===== src/page_hotness_tracker_tiering_top_macros.svh =====
// assertion macros for the page hotness tracker
// no dependencies
`ifndef PAGE_HOTNESS_TRACKER_TIERING_TOP_MACROS_SVH
`define PAGE_HOTNESS_TRACKER_TIERING_TOP_MACROS_SVH
// implication checked on every clock edge outside reset
`define PHT_ASSERT_IMP(label, clk, rst, pre, post) \
  label: assert property (@(posedge clk) disable iff (rst) (pre) |-> (post)) \
    else $error("pht check failed");
// next-cycle implication
`define PHT_ASSERT_NEXT(label, clk, rst, pre, post) \
  label: assert property (@(posedge clk) disable iff (rst) (pre) |=> (post)) \
    else $error("pht check failed");
`endif


===== src/pht_div.sv =====
// restoring divider, one quotient bit per cycle
// depends on nothing but its parameter
`default_nettype none
module pht_div #(
  parameter int W = 32
) (
  input wire logic clk,
  input wire logic rst,
  input wire logic start,
  input wire logic [W-1:0] num,
  input wire logic [W-1:0] den,
  output logic done,
  output logic [W-1:0] quo
);
  localparam int CW = $clog2(W + 1);
  logic [W-1:0] rem;
  logic [W-1:0] q;
  logic [W-1:0] d;
  logic [CW-1:0] cnt;
  logic busy;
  logic [W:0] trial;

  assign trial = {rem, q[W-1]} - {1'b0, d};
  assign quo = q;

  always_ff @(posedge clk) begin
    if (rst) begin
      busy <= 1'b0;
      done <= 1'b0;
    end else begin
      done <= 1'b0;
      if (start) begin
        busy <= 1'b1;
        rem <= '0;
        q <= num;
        d <= den;
        cnt <= CW'(W);
      end else if (busy) begin
        if (!trial[W]) begin
          rem <= trial[W-1:0];
          q <= {q[W-2:0], 1'b1};
        end else begin
          rem <= {rem[W-2:0], q[W-1]};
          q <= {q[W-2:0], 1'b0};
        end
        cnt <= cnt - 1'b1;
        if (cnt == CW'(1)) begin
          busy <= 1'b0;
          done <= 1'b1;
        end
      end
    end
  end
endmodule
`default_nettype wire


===== config.mk =====
export PLATFORM = sky130hd
export DESIGN_NAME = pht_div
export DESIGN_NICKNAME = d
export VERILOG_FILES = /design/src/page_hotness_tracker_tiering_top_macros.svh /design/src/pht_div.sv
export SDC_FILE = /design/constraint.sdc
export NUM_CORES = 1
export LEC_CHECK = 0
export ABC_AREA = 1
export BUFFER_PORTS_ARGS = -buffer_cell sky130_fd_sc_hd__buf_4
export CORE_MARGIN = 4
export CORE_UTILIZATION = 50
export DETAILED_ROUTE_END_ITERATION = 10
export PLACE_DENSITY_LB_ADDON = 0.1
export SLEW_MARGIN = 20
export SYNTH_ARGS = -nofsm -noshare
export SYNTH_HDL_FRONTEND = slang
export SYNTH_SLANG_ARGS = --single-unit

===== constraint.sdc =====
create_clock -name clk -period 5.8 [get_ports clk]
set_input_delay 1.45 -clock clk [delete_from_list [all_inputs] [get_ports clk]]
set_output_delay 1.45 -clock clk [all_outputs]
set_load 0.1 [all_outputs]

# --- After elaboration in Yosys (flattened, before gate mapping) ---
# Cells that the tools add are included.
word_totals:
  reg_bits: 104
  word_cells: 25
op_classes:
  mux: 10
  n_reduce_logical: 4
  n_eq_ne: 1
  bitwise_logic: 2
  addsub: 2
op_table:
  columns: ["cell", "n"]
  rows:
  - ["2-to-1 mux 32 bit", 4]
  - ["subtractor 33 x 32 -> 33 bit", 1]
  - ["equality test 6 x 1 -> 1 bit (second input constant)", 1]
  - ["2-to-1 mux 6 bit", 1]
  - ["subtractor 6 x 1 -> 6 bit (second input constant)", 1]
  - ["2-to-1 mux 1 bit", 5]
  - ["AND reduction 2 bit", 2]
  - ["OR reduction 3 bit", 1]
  - ["inverter 1 bit", 2]
  - ["nonzero test 2 bit", 1]

# --- Logic depth before layout (Yosys ltp) ---
# Gate-level depths: netlist (run 1).
depth:
  ltp_word: 4
  mapped_depth: 18
  ltp_nobuf: 17

# --- Least setup slack after synthesis (run 1) ---
# Ideal clock, no wire load.
synth_timing:
  path_kind: "input to register"
  from: "in start"
  to: "reg cnt[0] (enable)"
  path_stages: 3
  setup_slack_ns: 0.184
  arrival_ns: 5.092
  path_cell_list: "inv_1 -> clkbuf_1 -> a21oi_1"
synth_via:
  elab_chain_cells: 2
synth_lines:
  columns: ["item", "line_no", "text"]
  rows:
  - ["from (decl)", "pht_div.sv:9", "input wire logic start,"]
  - ["nonzero test 2 bit (no source line)", null, null]
  - ["AND reduction 2 bit (no source line)", null, null]
  - ["to (signal assigned)", "pht_div.sv:37", "cnt <= CW'(W);"]
  - ["to (signal assigned)", "pht_div.sv:46", "cnt <= cnt - 1'b1;"]
  - ["to (decl)", "pht_div.sv:19", "logic [CW-1:0] cnt;"]
# No other way between the ends.
# A chain may end at the register's enable or synchronous reset.

# --- Final worst setup path (run 1) ---
layout_timing:
  from: "in start"
  to: "reg d[22] (enable)"
layout_via:
  elab_chain_cells: 1
layout_lines:
  columns: ["item", "line_no", "text"]
  rows:
  - ["AND reduction 2 bit (no source line)", null, null]
  - ["to (signal assigned)", "pht_div.sv:36", "d <= den;"]
  - ["to (decl)", "pht_div.sv:18", "logic [W-1:0] d;"]
# No other way between the ends.

==> flow_metrics.tcl, run 1 <==
set metrics [dict create \
    hold_viol 0 \
    period_share 0.4932 \
    post_cts_buffers 0 \
    num_vias 5884 \
    p_int_mw 1.475 \
    area_delta_synth_final_pct 17.41 \
    maxCapViolations 0 \
    synth.yosys.seq_area_share 0.4452 \
    clock_sinks 104 \
    cts_resized 0 \
    r2r_cells 17 \
    power.share.switching 0.3731 \
    syn_area_per_cell_sq_um 7.330 \
    htreeDepth 3 \
    wl_met1_microns 7694 \
    drt_pre_antenna_iters 5 \
    finalSetupViolCount 0 \
    outcome "complete, no violations" \
    wl_met3_microns 1053 \
    arrival_ns 2.84 \
    crit_chain "buf_4 > inv_2 > nor2_4" \
    clk_latency_ns 0.37 \
    grt_pass1_wl_microns 26650 \
    r2r_end "rem[27]" \
    critical_path.slowest_cell "nor2_4" \
    hold_buffers 0 \
    clk_path_buf_depth 2 \
    antennaDiodeCount 0 \
    num_rows 42 \
    holdPathEnd "done" \
    finalWorstSetupSlack_ns 2.940 \
    ff2ff_setup_slack_ns 3.03 \
    wl_per_cell_microns 12.97 \
    p_leak_nw 4.333 \
    antenna_found_initial 0 \
    port-buffer-count 99 \
    seqPwrFrac 0.399 \
    start_util 0.5181 \
    drive_above_1_share 0.1368 \
    synth_warnings 0 \
    gp_congestion 0.9159 \
    die_w_microns 126.1 \
    syn-num-nets 1053 \
    multiInputGateArea_sq_um 3177 \
    worst-path-buf-inv 2 \
    maxSlewViolCount 0 \
    routed.top_layer "met4" \
    ir_drop_v 0.0002358 \
    crit_family "simple AND/OR/NAND/NOR gates" \
    max_freq_mhz 349.6 \
    power_density_nw_per_um2 287.6 \
    cp_slowest_stage_delay_ns 0.78 \
    clk_pin_slew_ns 0.08 \
    fillers 1314 \
    drt-initial-drc-count 298 \
    hold_depth 2 \
    path_class "in -> reg" \
    critPathCaptureType "register" \
    hp-class "reg -> reg" \
    grt_pass1_vias 5741 \
    tritoncts "built" \
    drc 0 \
    layout_min_cycle_time_ns 2.860 \
    regArea_sq_um 3103 \
    grt_remaining_overflow 0 \
    tns_ns 0 \
    core-area_sq_um 13450 \
    dieArea_sq_um 15890 \
    grt_max_degree 51 \
    finalWirelength_microns 15950 \
    worst_pin_slew_ns 0.9583 \
    synth_seq_cells 104 \
    combPwrFrac 0.330 \
    final_antenna_net_count 0 \
    via_per_inst 4.788 \
    die_h_microns 126.1 \
    worstReg2RegStart "quo[31]" \
    max_slew_margin 0.3596 \
    finalNetCount 1150 \
    grt_usage 0.2054 \
    cts_buffers 9 \
    startpoint_type "input pin" \
    synth_area_sq_um 6970 \
    met2_length_microns 6943 \
    skew_ns 0.01686 \
    clkPwrFrac 0.271 \
    yosysUniqueCellTypes 34 \
    cp_data_required_time_ns 5.78 \
    pin_count 100 \
    rsz0062_at_grt "false" \
    syn_inst 951 \
    switchingPower_mw 0.8782 \
    dpl.hpwl_microns 12080 \
    cts_root_buf "clkbuf_16" \
    path_max_fanout 39 \
    hp-start "busy" \
    place_ws_ns 2.486 \
]
==> worst max-delay path by stage <==
| stage | start | slack, ns | to | depth (start not counted) |
|---|---|---|---|---|
| 6_report | start | 2.94 | d[22] | 3 |
| 5_1_grt | start | 2.76 | d[22] | 3 |
| 4_1_cts | start | 2.88 | d[22] | 3 |
| 3_5_place_dp | start | 2.49 | d[22] | 3 |
| 3_3_place_gp | start | 2.52 | d[22] | 3 |
| 2_1_floorplan | start | 0.18 | cnt[0] | 3 |
==> registers in the layout, indices dropped and copies added (netlist names) <==
register and flops:
busy 1, rem 32, d 32, done 1, cnt 6, quo 32
==> per-stage QoR <==
step | area (sq um) | util | power [mW] | hold WS (ns) | cells
floorplan | 6970 | - | 1.556 | 0.4209 | 951
global placement | 7878 | 0.5856 | 1.722 | 0.5144 | 1213
detailed placement | 7878 | 0.5856 | 1.730 | 0.5237 | 1213
CTS | 8184 | 0.6084 | 2.367 | 0.5296 | 1229
global route | 8184 | 0.6084 | 2.500 | 0.5633 | 1229
finish | 8184 | 0.6084 | 2.353 | 0.5199 | 1229
==> worst reg2reg max path, cell delays in order (launching register included) <==
cell      delay [ns]
edfxtp_1        0.37
inv_1           0.05
ha_1            0.23
fa_1            0.42
inv_1           0.13
nand2_1         0.06
nand2_1         0.11
nand3_2         0.08
nand2_2         0.14
nand2_2         0.08
nand2_4         0.08
nand2_4         0.06
nand2_2         0.09
nand2_2         0.07
nand2_4         0.29
nand2_1         0.13
nand2_1         0.08
nor2_1          0.05
==> power by group through the flow <==
stage / combinational [mW] / clock, mW / sequential, mW
after floorplan: 0.499 / 0 / 1.06
after global placement: 0.766 / 0 / 0.955
after detailed placement: 0.775 / 0 / 0.955
after CTS: 0.777 / 0.651 / 0.939
after global routing: 0.875 / 0.679 / 0.947
final: 0.776 / 0.638 / 0.939
==> final cells by class <==
type | count | area share
sequential | 104 | 0.3791
clock inverter | 6 | 0.008256
inverter | 163 | 0.07476
clock buffer | 10 | 0.02920
timing repair buffer | 102 | 0.09356
multi-input combinational | 668 | 0.3882
tap | 176 | 0.02691
==> synthesized netlist by cell type <==
cell,count,area share
clkbuf_1,9,0.0048
o21bai_1,3,0.0032
o21a_1,1,0.0011
nand3b_1,8,0.0086
or2_2,2,0.0018
nand2_8,1,0.0029
inv_2,1,0.00054
xnor2_1,1,0.0013
ha_1,34,0.061
nor3_1,4,0.0029
inv_1,162,0.087
a21oi_1,24,0.017
xor2_1,14,0.018
buf_6,5,0.0081
buf_1,2,0.0011
a21o_1,2,0.0022
or3_1,1,0.00090
fa_1,1,0.0029
nand2_1,402,0.22
nand2_2,7,0.0063
nor2_2,3,0.0027
nor2_1,107,0.058
and2_1,1,0.00090
nor4_1,1,0.00090
nand3_1,31,0.022
nand3_2,2,0.0029
edfxtp_1,102,0.44
dfxtp_1,2,0.0057
o21ai_0,3,0.0022
or2_4,1,0.0013
nand4_1,7,0.0063
nand2_4,4,0.0065
and3_1,1,0.00090
a21oi_2,2,0.0025
==> cell families after synthesis <==
kind of cell	Yosys count	share of synthesized area
AOI/OAI and AO/OA	35	0.02836
xor gates and xnor gates	15	0.01885
and+or+nand+nor	583	0.3420
buffers and inverters	179	0.1018
adders and majority gates	35	0.06390
DFF	104	0.4452
==> placed cells by master, fill, tap and decap left out, drive strengths merged <==
| cell | n |
|---|---|
| a21o | 2 |
| a21oi | 26 |
| and2 | 1 |
| and3 | 1 |
| buf | 102 |
| clkbuf | 10 |
| clkinv | 1 |
| dfxtp | 2 |
| edfxtp | 102 |
| fa | 1 |
| ha | 34 |
| inv | 168 |
| nand2 | 414 |
| nand3 | 33 |
| nand3b | 8 |
| nand4 | 7 |
| nor2 | 110 |
| nor3 | 4 |
| nor4 | 1 |
| o21a | 1 |
| o21ai | 3 |
| o21bai | 3 |
| or2 | 3 |
| or3 | 1 |
| xnor2 | 1 |
| xor2 | 14 |
==> metal layers <==
layer,GRT usage,vias up
met5,0,-
met3,0.04784,20
met4,0.05426,0
li1,-,3125
met1,0.2863,2584
met2,0.3243,155
Note: power is estimated with default switching activity, not from simulation.
==> run 2: changes to the inputs <==
clock period = 2.55 ns   (was 5.8 ns; I/O delays follow)
==> flow_metrics.tcl, run 2 (same netlist as run 1, synthesis figures left out) <==
set metrics [dict create \
    max_slew_margin 0.7546 \
    p_leak_nw 4.417 \
    core-area_sq_um 13450 \
    maxSlewViolCount 0 \
    finalSetupViolCount 0 \
    num_vias 5988 \
    grt_util_met1 0.2828 \
    clock_sinks 104 \
    path_class "reg -> reg" \
    finalWirelength_microns 17200 \
    cts_root_buf "clkbuf_16" \
    pin_count 100 \
    cp_data_required_time_ns 2.67 \
    grt_usage 0.2098 \
    layout_min_cycle_time_ns 2.430 \
    cts_buffers 9 \
    antenna_found_initial 0 \
    start_util 0.5181 \
    die_h_microns 126.1 \
    critPathCaptureType "register" \
    final_common_cell "nand2_1" \
    fillers 1243 \
    max_freq_mhz 411.5 \
    hold_depth 1 \
    clk_pin_slew_ns 0.08 \
    worst_pin_slew_ns 0.3681 \
    area_delta_synth_final_pct 20.00 \
    port-buffer-count 99 \
    grt_max_degree 42 \
    hp-class "in -> reg" \
    die_w_microns 126.1 \
    drt-initial-drc-count 366 \
    mostFrequentLayoutCells "nand2_1 (401), inv_1 (160), buf_4 (111)" \
    gp_congestion 0.9683 \
    skew_ns 0.01231 \
    ir_drop_v 0.0004004 \
    grt_pass1_vias 5690 \
    final_antenna_net_count 0 \
    arrival_ns 2.55 \
    drc 0 \
    tns_ns 0 \
    htreeDepth 3 \
    via_per_inst 4.817 \
    startpoint_type "register" \
    drt_pre_antenna_iters 5 \
    drive_above_1_share 0.1528 \
    finalWorstSetupSlack_ns 0.1201 \
    path_max_fanout 14 \
    wl_per_cell_microns 13.84 \
    period_share 0.9529 \
    maxCapViolations 0 \
    outcome "complete, no violations" \
    grt_util_met3 0.06097 \
    rsz0062_at_grt "true" \
    dpl.hpwl_microns 12610 \
    hold_viol 0 \
    tritoncts "built" \
    num_rows 42 \
    clk_path_buf_depth 2 \
    place_ws_ns 0.05481 \
    dieArea_sq_um 15890 \
    clk_latency_ns 0.36 \
    grt_pass1_wl_microns 26830 \
    grt_use_met2 0.3302 \
    power_density_nw_per_um2 650.8 \
    antennaDiodeCount 0 \
    r2r_cells 16 \
    busiest_layer "met2" \
    grt_remaining_overflow 0 \
    finalNetCount 1164 \
]
[run 2: power breakdown]
part / switching (mW) / internal (mW)
logic: 1.27 / 0.604
clock network: 0.661 / 0.768
registers: 0.0715 / 2.06
total: 2.01 / 3.44
[run 2: area by class of cell]
type                    count  area [sq um]  area share
clock buffers              10         229.0     0.02737
flip-flops and latches    104          3103      0.3710
multi-input cells         672          3281      0.3922
repair buffers            112         853.3      0.1020
clock inverters             6         66.31    0.007928
inverters                 163         611.8     0.07315
well taps                 176         220.2     0.02633
[run 2: worst paths after layout]
kind,endpoint,slack [ns],start
min,d[25],0.45,den[25]
min reg2reg,done,0.52,busy
max,rem[12],0.12,d[0]
max reg2reg,rem[12],0.12,d[0]
[run 2: repair_timing]
| action | CTS | global route |
|---|---|---|
| hold buffers | 0 | 0 |
| endpoints found under the hold margin | 0 | 0 |
| resized for setup | 0 | 8 |
| setup buffers | 0 | 1 |
| endpoints found under the setup margin | 0 | 20 |
[run 2: through the flow]
step | util | hold WS, ns | std cells | area [sq um] | power, mW
finish | 0.6217 | 0.4457 | 1243 | 8364 | 5.443
global route | 0.6217 | 0.4313 | 1243 | 8364 | 5.794
detailed placement | 0.5924 | 0.4994 | 1222 | 7970 | 3.952
CTS | 0.6144 | 0.4357 | 1238 | 8265 | 5.387
floorplan | - | 0.4735 | 951 | 6997 | 3.540
global placement | 0.5924 | 0.5118 | 1222 | 7970 | 3.929
[run 2: critical path, cell delays in order, from the launching register on]
cell and delay (ns):
edfxtp_1 0.38, ha_2 0.21, fa_2 0.37, inv_2 0.08, nand2_1 0.06, nand2_2 0.08
nand3_2 0.07, nand2_2 0.13, nand2_2 0.08, nand2_4 0.08, nand2_4 0.08, nand2_4 0.10
nand2_4 0.10, nand2_8 0.15, nand2_1 0.08, nand2_1 0.10, nor2_1 0.06
[run 2: layer usage]
| layer | part of all wire | routed length (microns) |
|---|---|---|
| met1 | 0.46 | 7935 |
| met2 | 0.44 | 7543 |
| met3 | 0.080 | 1369 |
| met4 | 0.021 | 355 |
| met5 | 0 | 0 |
